### src/design/sep_pkg.sv
// Package for the scanning eye position unit: widths, reset values and register indexes.
// Also holds the divide-by-255 helper used when scaling the eye color.
// No dependencies.
package sep_pkg;

    // Field widths fixed by the interface.
    localparam int unsigned DATA_W    = 8;
    localparam int unsigned POS_OUT_W = 6;
    localparam int unsigned CFG_IDX_W = 3;
    localparam int unsigned PROD_W    = 2 * DATA_W;

    // Default strip length.
    localparam int unsigned NUM_LEDS_DEF = 64;

    // Eye advance per move.
    localparam int unsigned EYE_STEP = 3;

    // Configuration register indexes.
    typedef enum logic [CFG_IDX_W-1:0] {
        REG_STEP_PERIOD = 3'd0,
        REG_INTENSITY   = 3'd1,
        REG_RED         = 3'd2,
        REG_GREEN       = 3'd3,
        REG_BLUE        = 3'd4
    } t_cfg_reg;

    // Register reset values.
    localparam logic [DATA_W-1:0] STEP_PERIOD_RST = 8'd10;
    localparam logic [DATA_W-1:0] INTENSITY_RST   = 8'd255;
    localparam logic [DATA_W-1:0] RED_RST         = 8'd255;
    localparam logic [DATA_W-1:0] GREEN_RST       = 8'd0;
    localparam logic [DATA_W-1:0] BLUE_RST        = 8'd0;

    // Exact floor(x / 255) for any x up to 255 * 255: (x + (x >> 8) + 1) >> 8.
    function automatic logic [DATA_W-1:0] div255(input logic [PROD_W-1:0] x);
        logic [PROD_W:0] sum;
        sum = {1'b0, x} + {{(DATA_W + 1){1'b0}}, x[PROD_W-1:DATA_W]} + {{PROD_W{1'b0}}, 1'b1};
        return sum[PROD_W-1:DATA_W];
    endfunction

endpackage

### src/design/scanning_eye_position_unit.sv
// Scanning eye position unit: a bouncing single-LED scanner with an intensity-scaled color.
// Depends on sep_pkg for widths, register indexes, reset values and the divide-by-255 helper.
//
// Each accepted transaction on the input channel is one display tick and produces exactly one
// result transaction. The block takes a new transaction every clock cycle while the output is
// not stalled: at the accepting edge the eye state is updated and the new eye, together with the
// three 8x8 color products divided by 255, is loaded into the output register, so a result is
// offered in the cycle after its tick is accepted. The input is held off only while a result
// waits in the output register and the receiver is not ready. When the tick bit is low the state
// holds and the current eye is still reported. Configuration writes are always accepted and take
// effect at once; they should be made while the block is idle.
module scanning_eye_position_unit #(
    parameter int unsigned NUM_LEDS_P = sep_pkg::NUM_LEDS_DEF
) (
    input  logic                         i_clk,
    input  logic                         i_rst_n,
    // Tick channel.
    input  logic                         i_valid,
    output logic                         o_ready,
    input  logic                         i_tick,
    // Result channel.
    output logic                         o_valid,
    input  logic                         i_ready,
    output logic [sep_pkg::POS_OUT_W-1:0] o_eye_position,
    output logic [sep_pkg::DATA_W-1:0]    o_eye_red,
    output logic [sep_pkg::DATA_W-1:0]    o_eye_green,
    output logic [sep_pkg::DATA_W-1:0]    o_eye_blue,
    output logic                         o_moving_up,
    // Configuration write channel.
    input  logic                         i_cfg_valid,
    output logic                         o_cfg_ready,
    input  logic [sep_pkg::CFG_IDX_W-1:0] i_cfg_index,
    input  logic [sep_pkg::DATA_W-1:0]    i_cfg_data
);
    import sep_pkg::*;

    localparam int unsigned POS_W = $clog2(NUM_LEDS_P);
    localparam int unsigned NXT_W = POS_W + 1;
    localparam logic [POS_W-1:0] POS_TOP = POS_W'(NUM_LEDS_P - 1);
    localparam logic [NXT_W-1:0] POS_LIMIT = NXT_W'(NUM_LEDS_P);
    localparam logic [POS_W-1:0] STEP_POS = POS_W'(EYE_STEP);

    // Configuration registers.
    logic [DATA_W-1:0] r_step_period;
    logic [DATA_W-1:0] r_intensity;
    logic [DATA_W-1:0] r_red;
    logic [DATA_W-1:0] r_green;
    logic [DATA_W-1:0] r_blue;

    // Eye state.
    logic [POS_W-1:0]  r_position, n_position;
    logic [DATA_W-1:0] r_step_count, n_step_count;
    logic [DATA_W-1:0] r_dwell_count, n_dwell_count;
    logic              r_going_up, n_going_up;

    // Output register.
    logic                 r_out_valid;
    logic [POS_W-1:0]     r_out_position;
    logic [DATA_W-1:0]    r_out_red;
    logic [DATA_W-1:0]    r_out_green;
    logic [DATA_W-1:0]    r_out_blue;
    logic                 r_out_going_up;

    logic in_accept;
    logic out_advance;
    logic [NXT_W-1:0] pos_next_up;
    logic [POS_W+POS_OUT_W-1:0] pos_wide;
    logic [PROD_W-1:0] red_prod;
    logic [PROD_W-1:0] green_prod;
    logic [PROD_W-1:0] blue_prod;

    // Flow control: a tick is taken whenever the output register is free or being read.
    assign out_advance = !r_out_valid || i_ready;
    assign o_ready     = out_advance;
    assign in_accept   = i_valid && o_ready;
    assign o_cfg_ready = 1'b1;

    // Configuration writes; unknown indexes are ignored.
    always_ff @(posedge i_clk) begin
        if (!i_rst_n) begin
            r_step_period <= STEP_PERIOD_RST;
            r_intensity   <= INTENSITY_RST;
            r_red         <= RED_RST;
            r_green       <= GREEN_RST;
            r_blue        <= BLUE_RST;
        end else if (i_cfg_valid) begin
            case (i_cfg_index)
                REG_STEP_PERIOD: r_step_period <= i_cfg_data;
                REG_INTENSITY:   r_intensity   <= i_cfg_data;
                REG_RED:         r_red         <= i_cfg_data;
                REG_GREEN:       r_green       <= i_cfg_data;
                REG_BLUE:        r_blue        <= i_cfg_data;
                default: ;
            endcase
        end
    end

    // Next eye state for one tick: move when both counters are empty, else drain dwell, then step.
    assign pos_next_up = {1'b0, r_position} + NXT_W'(EYE_STEP);

    always_comb begin
        n_position    = r_position;
        n_step_count  = r_step_count;
        n_dwell_count = r_dwell_count;
        n_going_up    = r_going_up;
        if (i_tick) begin
            if (r_step_count == '0 && r_dwell_count == '0) begin
                n_step_count = r_step_period;
                if (r_going_up) begin
                    if (pos_next_up >= POS_LIMIT) begin
                        n_going_up    = 1'b0;
                        n_position    = POS_TOP;
                        n_dwell_count = r_intensity;
                    end else begin
                        n_position = pos_next_up[POS_W-1:0];
                    end
                end else if (r_position == '0) begin
                    n_going_up    = 1'b1;
                    n_dwell_count = r_intensity;
                end else if (r_position >= STEP_POS) begin
                    n_position = r_position - STEP_POS;
                end else begin
                    n_position = '0;
                end
            end else if (r_dwell_count != '0) begin
                n_dwell_count = r_dwell_count - DATA_W'(1);
            end else begin
                n_step_count = r_step_count - DATA_W'(1);
            end
        end
    end

    // Eye state registers, updated at each accepted transaction.
    always_ff @(posedge i_clk) begin
        if (!i_rst_n) begin
            r_position    <= '0;
            r_step_count  <= '0;
            r_dwell_count <= '0;
            r_going_up    <= 1'b1;
        end else if (in_accept) begin
            r_position    <= n_position;
            r_step_count  <= n_step_count;
            r_dwell_count <= n_dwell_count;
            r_going_up    <= n_going_up;
        end
    end

    // Raw color products from the present registers.
    assign red_prod   = PROD_W'(r_red) * PROD_W'(r_intensity);
    assign green_prod = PROD_W'(r_green) * PROD_W'(r_intensity);
    assign blue_prod  = PROD_W'(r_blue) * PROD_W'(r_intensity);

    // Output register: the updated eye and the colors divided by 255.
    always_ff @(posedge i_clk) begin
        if (!i_rst_n) begin
            r_out_valid <= 1'b0;
        end else if (out_advance) begin
            r_out_valid <= i_valid;
        end
    end

    always_ff @(posedge i_clk) begin
        if (in_accept) begin
            r_out_position <= n_position;
            r_out_going_up <= n_going_up;
            r_out_red      <= div255(red_prod);
            r_out_green    <= div255(green_prod);
            r_out_blue     <= div255(blue_prod);
        end
    end

    // The reported position carries the low bits of the eye index.
    assign pos_wide       = {{POS_OUT_W{1'b0}}, r_out_position};
    assign o_valid        = r_out_valid;
    assign o_eye_position = pos_wide[POS_OUT_W-1:0];
    assign o_eye_red      = r_out_red;
    assign o_eye_green    = r_out_green;
    assign o_eye_blue     = r_out_blue;
    assign o_moving_up    = r_out_going_up;

    // The eye never leaves the strip.
    a_pos_in_range: assert property (@(posedge i_clk) disable iff (!i_rst_n)
        r_position <= POS_TOP)
        else $error("eye position beyond the top of the strip");

    // While the dwell counter runs, a tick does not move the eye.
    a_dwell_holds: assert property (@(posedge i_clk) disable iff (!i_rst_n)
        in_accept && r_dwell_count != '0 |=> $stable(r_position))
        else $error("eye moved during dwell");

    // Direction only turns around at one of the two ends.
    a_turn_at_end: assert property (@(posedge i_clk) disable iff (!i_rst_n)
        !$stable(r_going_up) |-> (r_position == '0 || r_position == POS_TOP))
        else $error("eye reversed away from an end");

endmodule

### config.mk
export PLATFORM = sky130hd
export DESIGN_NAME = scanning_eye_position_unit
export DESIGN_NICKNAME = d
export VERILOG_FILES = /design/src/design/sep_pkg.sv /design/src/design/scanning_eye_position_unit.sv
export SDC_FILE = /design/constraint.sdc
export NUM_CORES = 1
export LEC_CHECK = 0
export BUFFER_PORTS_ARGS = -buffer_cell sky130_fd_sc_hd__buf_2
export CORE_AREA = 4 4 139 141
export DETAILED_ROUTE_END_ITERATION = 10
export DIE_AREA = 0 0 143 145
export GPL_ROUTABILITY_DRIVEN = 0
export PLACE_DENSITY = 0.82
export SYNTH_ARGS = -nofsm -noshare
export SYNTH_HDL_FRONTEND = slang
export SYNTH_SLANG_ARGS = --single-unit
### constraint.sdc
create_clock -name i_clk -period 8.9 [get_ports i_clk]
set_clock_uncertainty 0.2 [all_clocks]
set_input_delay 0.445 -clock i_clk [delete_from_list [all_inputs] [get_ports i_clk]]
set_output_delay 0.445 -clock i_clk [all_outputs]
set_load 0.02 [all_outputs]
## After elaboration in Yosys (flattened, before gate mapping)

Index checks and enable logic that the tools add are counted.

- Latch bits: 0
- Register bits: 95
- Word-level logic and storage cells: 72
- Input bits: 17
- ROM bits: 0
- Output and inout bits: 34
- RAM bits: 0
- Memories kept: 0

- Div/mod/pow operators: 0
- Reduce and logical (&&, ||, !) cells: 17
- Order comparisons: 2
- Shift-type cells: 0
- Mux-type cells: 18
- Bitwise operators: 0
- Multipliers: 3
- Equal/unequal tests: 7
- Add/subtract/negate cells: 10

Operators with widths:

| cell | count |
|---|---|
| $mux 8 | 7 |
| $add 16x1->16 const B | 3 |
| $add 16x8->16 | 3 |
| $mul 8x8->16 | 3 |
| $mux 6 | 6 |
| $logic_not 8->1 | 2 |
| $sub 8x1->8 const B | 2 |
| $reduce_and 2->1 | 5 |
| $reduce_bool 8->1 | 1 |
| $add 6x2->7 const B | 1 |
| $ge 7x7->1 const B | 1 |
| $eq 3x2->1 const B | 2 |
| $ge 6x2->1 const B | 1 |
| $logic_not 6->1 | 1 |
| $ne 3x2->1 const B | 2 |
| $sub 6x2->6 const B | 1 |
| $mux 1 | 5 |
| $reduce_and 5->1 | 1 |
| $eq 3x1->1 const B | 1 |
| $eq 3x3->1 const B | 1 |
| $logic_not 3->1 | 1 |
| $reduce_and 3->1 | 1 |
| $logic_and 1x1->1 | 2 |
| $ne 2x2->1 const B | 1 |
| 3 further kinds | 3 |

## Depth between registers and ports, before layout

- Word-level depth: 6
- Gate-level depth with buffers: 25
- Gate-level depth less buffers: 24

## Worst setup path before layout

OpenSTA, ideal clock, no wires.

- Kind: register to register
- Start point: register r_intensity[6]
- End point: register r_out_red[6] (netlist: o_eye_red[6]) (data pin)
- Period minus slack after synthesis: 6811 ps
- Path buffers: 2
- Data required time: 8434 ps
- Data arrival time: 6345 ps
- Setup slack: 2089 ps
- Stages on the path, launching flop included: 24
- Library setup time: 266 ps
- Path through: dfxtp_1 clkbuf_1 and2_1 fa_1 fa_1 fa_1 inv_1 fa_1 inv_1 ha_1 clkbuf_1 a21o_1 and3_1 a2111oi_0 xnor2_1 ha_1 a2111oi_0 nand3_1 a21oi_1 nor3b_1 maj3_1 a31oi_1 nor2_1 xor2_1

- Cells in the longest elaborated chain, start to end: 3

Ends and longest elaborated chain:

| item | line | source |
|---|---|---|
| start: declaration | scanning_eye_position_unit.sv:45 | `logic [DATA_W-1:0] r_intensity;` |
| start signal: assignment | scanning_eye_position_unit.sv:89 | `REG_INTENSITY: r_intensity <= i_cfg_data;` |
| $mul 8x8->16 | scanning_eye_position_unit.sv:149 | `assign red_prod = PROD_W'(r_red) * PROD_W'(r_intensity);` |
| $add 16x8->16 | sep_pkg.sv:37 | `sum = {1'b0, x} + {{(DATA_W + 1){1'b0}}, x[PROD_W-1:DATA_W]} + {{PROD_W{1'b0}}, 1'b1};` |
| $add 16x1->16 | sep_pkg.sv:37 |  |
| end signal: assignment | scanning_eye_position_unit.sv:166 | `r_out_red <= div255(red_prod);` |
| end: declaration | scanning_eye_position_unit.sv:59 | `logic [DATA_W-1:0] r_out_red;` |

Every way passes these cells.
A chain may end at the register's enable or synchronous reset.

## Worst setup path after layout

- Start point: register r_intensity[3]
- End point: register r_out_red[2] (netlist: o_eye_red[2]) (data pin)

The elaborated chain is that of the path after synthesis.

==> impl_metrics.yaml <==
outcome:
  status: "complete, no violations"
power_and_ir_drop:
  internal_power_mw: 1.69
  seqPwrFrac: 0.197
  p_switching_mw: 1.52
  clkPwrFrac: 0.127
  p_comb_frac: 0.676
  p_per_area_nw_per_um2: 263
  leakagePower_nw: 5.95
  swShare: 0.473
  max-vdd-ir-drop_uv: 391
sta:
  final_hold_viol_count: 0
  finalSetupTns_ns: 0
  whs_ns: 0.117
  fin_crit_ns: 7.59
  tightest_slew_ns: 1.12
  rsz0062_at_grt: "no"
  slew-limit-headroom: 0.256
  setup_viol: 0
  max_freq_mhz: 132
  final_max_slew_viol_count: 0
  fin_crit_sh: 0.853
clock_tree:
  post-cts-setup-buffers: 0
  cts_resized: 0
  h-tree-depth: 3
  hold_buffers: 0
  clock_latency_ns: 0.37
  cts.sinks: 95
  cts_tree: "yes"
  clock_path_buffers: 2
  clkTransAtPathRegs_ns: 0.08
  clockRootBuffer: "clkbuf_16"
  cts_made_buffers: 9
synth:
  syn_avg_cell_area_um2: 8.69
  synthesis.nets: 1575
  syn_area_um2: 11500
  ys_async_sr_fraction: 0
  synth_top_flop_cell: "dfxtp_1"
  yosys_warnings: 0
  synth-edff-count: 31
  yosysSeqAreaShare: 0.193
  synth_top_area_cell: "fa_1"
  yosys_register_bits: 95
  yosysTopAreaCellShare: 0.188
  netlist_instances: 1320
  ys_top_cells_by_area: "fa_1, ha_1, dfxtp_1"
  synthDistinctLibCells: 85
critical_path:
  worstSetupPathDepth: 22
  cp-start-kind: "flip-flop"
  worstPathRequired_ns: 8.81
  endpoint_kind: "flip-flop"
  crit_buf_inv: 3
  crit_start: "r_intensity[3]"
  setup.worst_path.end: "o_eye_red[2]"
  worstReg2RegEnd: "o_eye_red[2]"
  rrSetupSlack_ns: 1.31
  r2r_cells: 22
  path_delay_family: "adder cells"
  cp.arrival_ns: 7.50
  critPathMaxFanout: 26
  worstPathCellList: "nand2_1, fa_1, fa_1, inv_1, fa_1, inv_1, fa_1, inv_1, ha_1, a21oi_1, a21oi_1, a2111oi_0, xnor2_1, ha_1, a2111oi_0, nand3_1, a21oi_1, nor3b_1, maj3_1, a31oi_1, nor2_1, xor2_1"
  cpMaxStageDelayCell: "dfxtp_1"
  slowest_delay_ns: 0.88
  reg2reg_from: "r_intensity[3]"
  cpMostUsedCell: "fa_1"
  crit_type: "reg2reg"
floorplanning:
  die_area_um2: 20700
  fp.dieW_um: 143
  die_y_um: 145
  placeableCoreArea_um2: 18000
  std_cell_rows: 49
  start_util: 0.639
  ios: 51
route:
  drtPass1Iterations: 5
  avgViaCountPerCell: 5.82
  wl_per_cell_um: 15.4
  ant_nets: 0
  drt_iter0_markers: 666
  wirelength_mm: 24.3
  via_count: 9163
  drc: 0
layout:
  multi_input_area_um2: 8450
  layout_common_cells: "inv_1, and2_1, nand2_1"
  layout-drive-gt1-share: 0.0736
  n_fill_cell: 1425
  seqCellArea_um2: 2210
  fin_nets: 1595
  num_antenna_cells: 0
  synthToLayoutAreaGrowth_pct: 6.25
place:
  io_buffer_count: 49
  place.detailed.hpwl_mm: 18.7
global_route:
  grt_pass1_vias: 8967
  grt_max_degree: 47
  antenna_found_initial: 0
  grt_overflow_total: 0
  grtUsageTotal: 0.247
  grt_pass1_wl_mm: 42.8
min_path:
  hold_class: "in2reg"
flow_run:
  maxCapViolCount: 0
==> cell type report <==
class | instances | area share
Clock buffer | 9 | 0.0185
Inverter | 168 | 0.0517
Multi-Input combinational cell | 1010 | 0.693
Timing Repair Buffer | 56 | 0.0244
Sequential cell | 95 | 0.181
Clock inverter | 7 | 0.00729
Tap cell | 229 | 0.0235
==> Yosys cell counts (all sizes together), types with 6 or more instances <==
cell	n
and2	168
inv	167
nand2	148
ha	130
fa	108
a21oi	80
dfxtp	64
nor2	53
nand3	46
clkbuf	43
xnor2	40
edfxtp	31
o21ai	29
xor2	19
a21o	16
and3	13
a31oi	10
nor3	10
nand2b	8
o21a	8
a211oi	7
nand4	7
nor2b	7
nor3b	7
o211ai	7
a221oi	6
o31ai	6
==> flip-flops by register name, indices dropped and copies added (netlist names) <==
register / flops
o_moving_up: 1
r_going_up: 1
o_eye_blue: 8
r_step_count: 8
o_valid: 1
o_eye_position: 6
o_eye_green: 8
r_position: 6
r_red: 8
r_step_period: 8
r_dwell_count: 8
o_eye_red: 8
r_green: 8
r_intensity: 8
r_blue: 8
==> worst min-delay path, stage by stage <==
cell	delay [ns]
buf_2	0.10
inv_1	0.05
a21oi_1	0.05
==> kinds of logic after synthesis <==
group / synth area share
AND/OR/NAND/NOR: 0.226
other: 0.000327
AO/OA/AOI/OAI: 0.126
adder cells (fa/ha/maj): 0.331
XOR/XNOR: 0.0490
multiplexers: 0.00480
flip-flops: 0.193
buffers and inverters: 0.0709
==> power by group through the flow <==
stage	sequential [mW]	clock, mW	combinational, mW
5_1_grt	0.643	0.431	2.44
4_1_cts	0.631	0.414	2.17
3_5_place_dp	0.641	0	2.15
3_3_place_gp	0.639	0	2.09
2_1_floorplan	0.670	0	1.70
6_report	0.632	0.408	2.17
==> metal layers <==
metal | track usage | wire, um
met1 | 0.342 | 10700
met2 | 0.403 | 11800
met3 | 0.0428 | 1360
met4 | 0.0627 | 478
met5 | 0 | 0
==> worst min-delay path by stage <==
stage,cells past startpoint,slack [ns],startpoint,to
floorplan,2,0.23,r_step_period[5],r_step_period[5]
global placement,2,0.25,r_step_period[0],r_step_period[0]
detailed placement,2,0.25,r_step_period[5],r_step_period[5]
CTS,3,0.11,i_valid,o_valid
global route,3,0.13,i_valid,o_valid
finish,3,0.12,i_valid,o_valid
==> stage by stage <==
| stage | utilization | instance area (um2) | instances | setup WS, ns | power [mW] |
|---|---|---|---|---|---|
| after floorplan | - | 11500 | 1320 | 2.09 | 2.37 |
| after global placement | 0.661 | 11900 | 1558 | 1.64 | 2.73 |
| after detailed placement | 0.661 | 11900 | 1558 | 1.35 | 2.79 |
| after CTS | 0.679 | 12200 | 1574 | 1.33 | 3.22 |
| after global routing | 0.679 | 12200 | 1574 | 0.625 | 3.52 |
| final | 0.679 | 12200 | 1574 | 1.31 | 3.21 |
No activity file was read; power rests on OpenSTA's default activity.
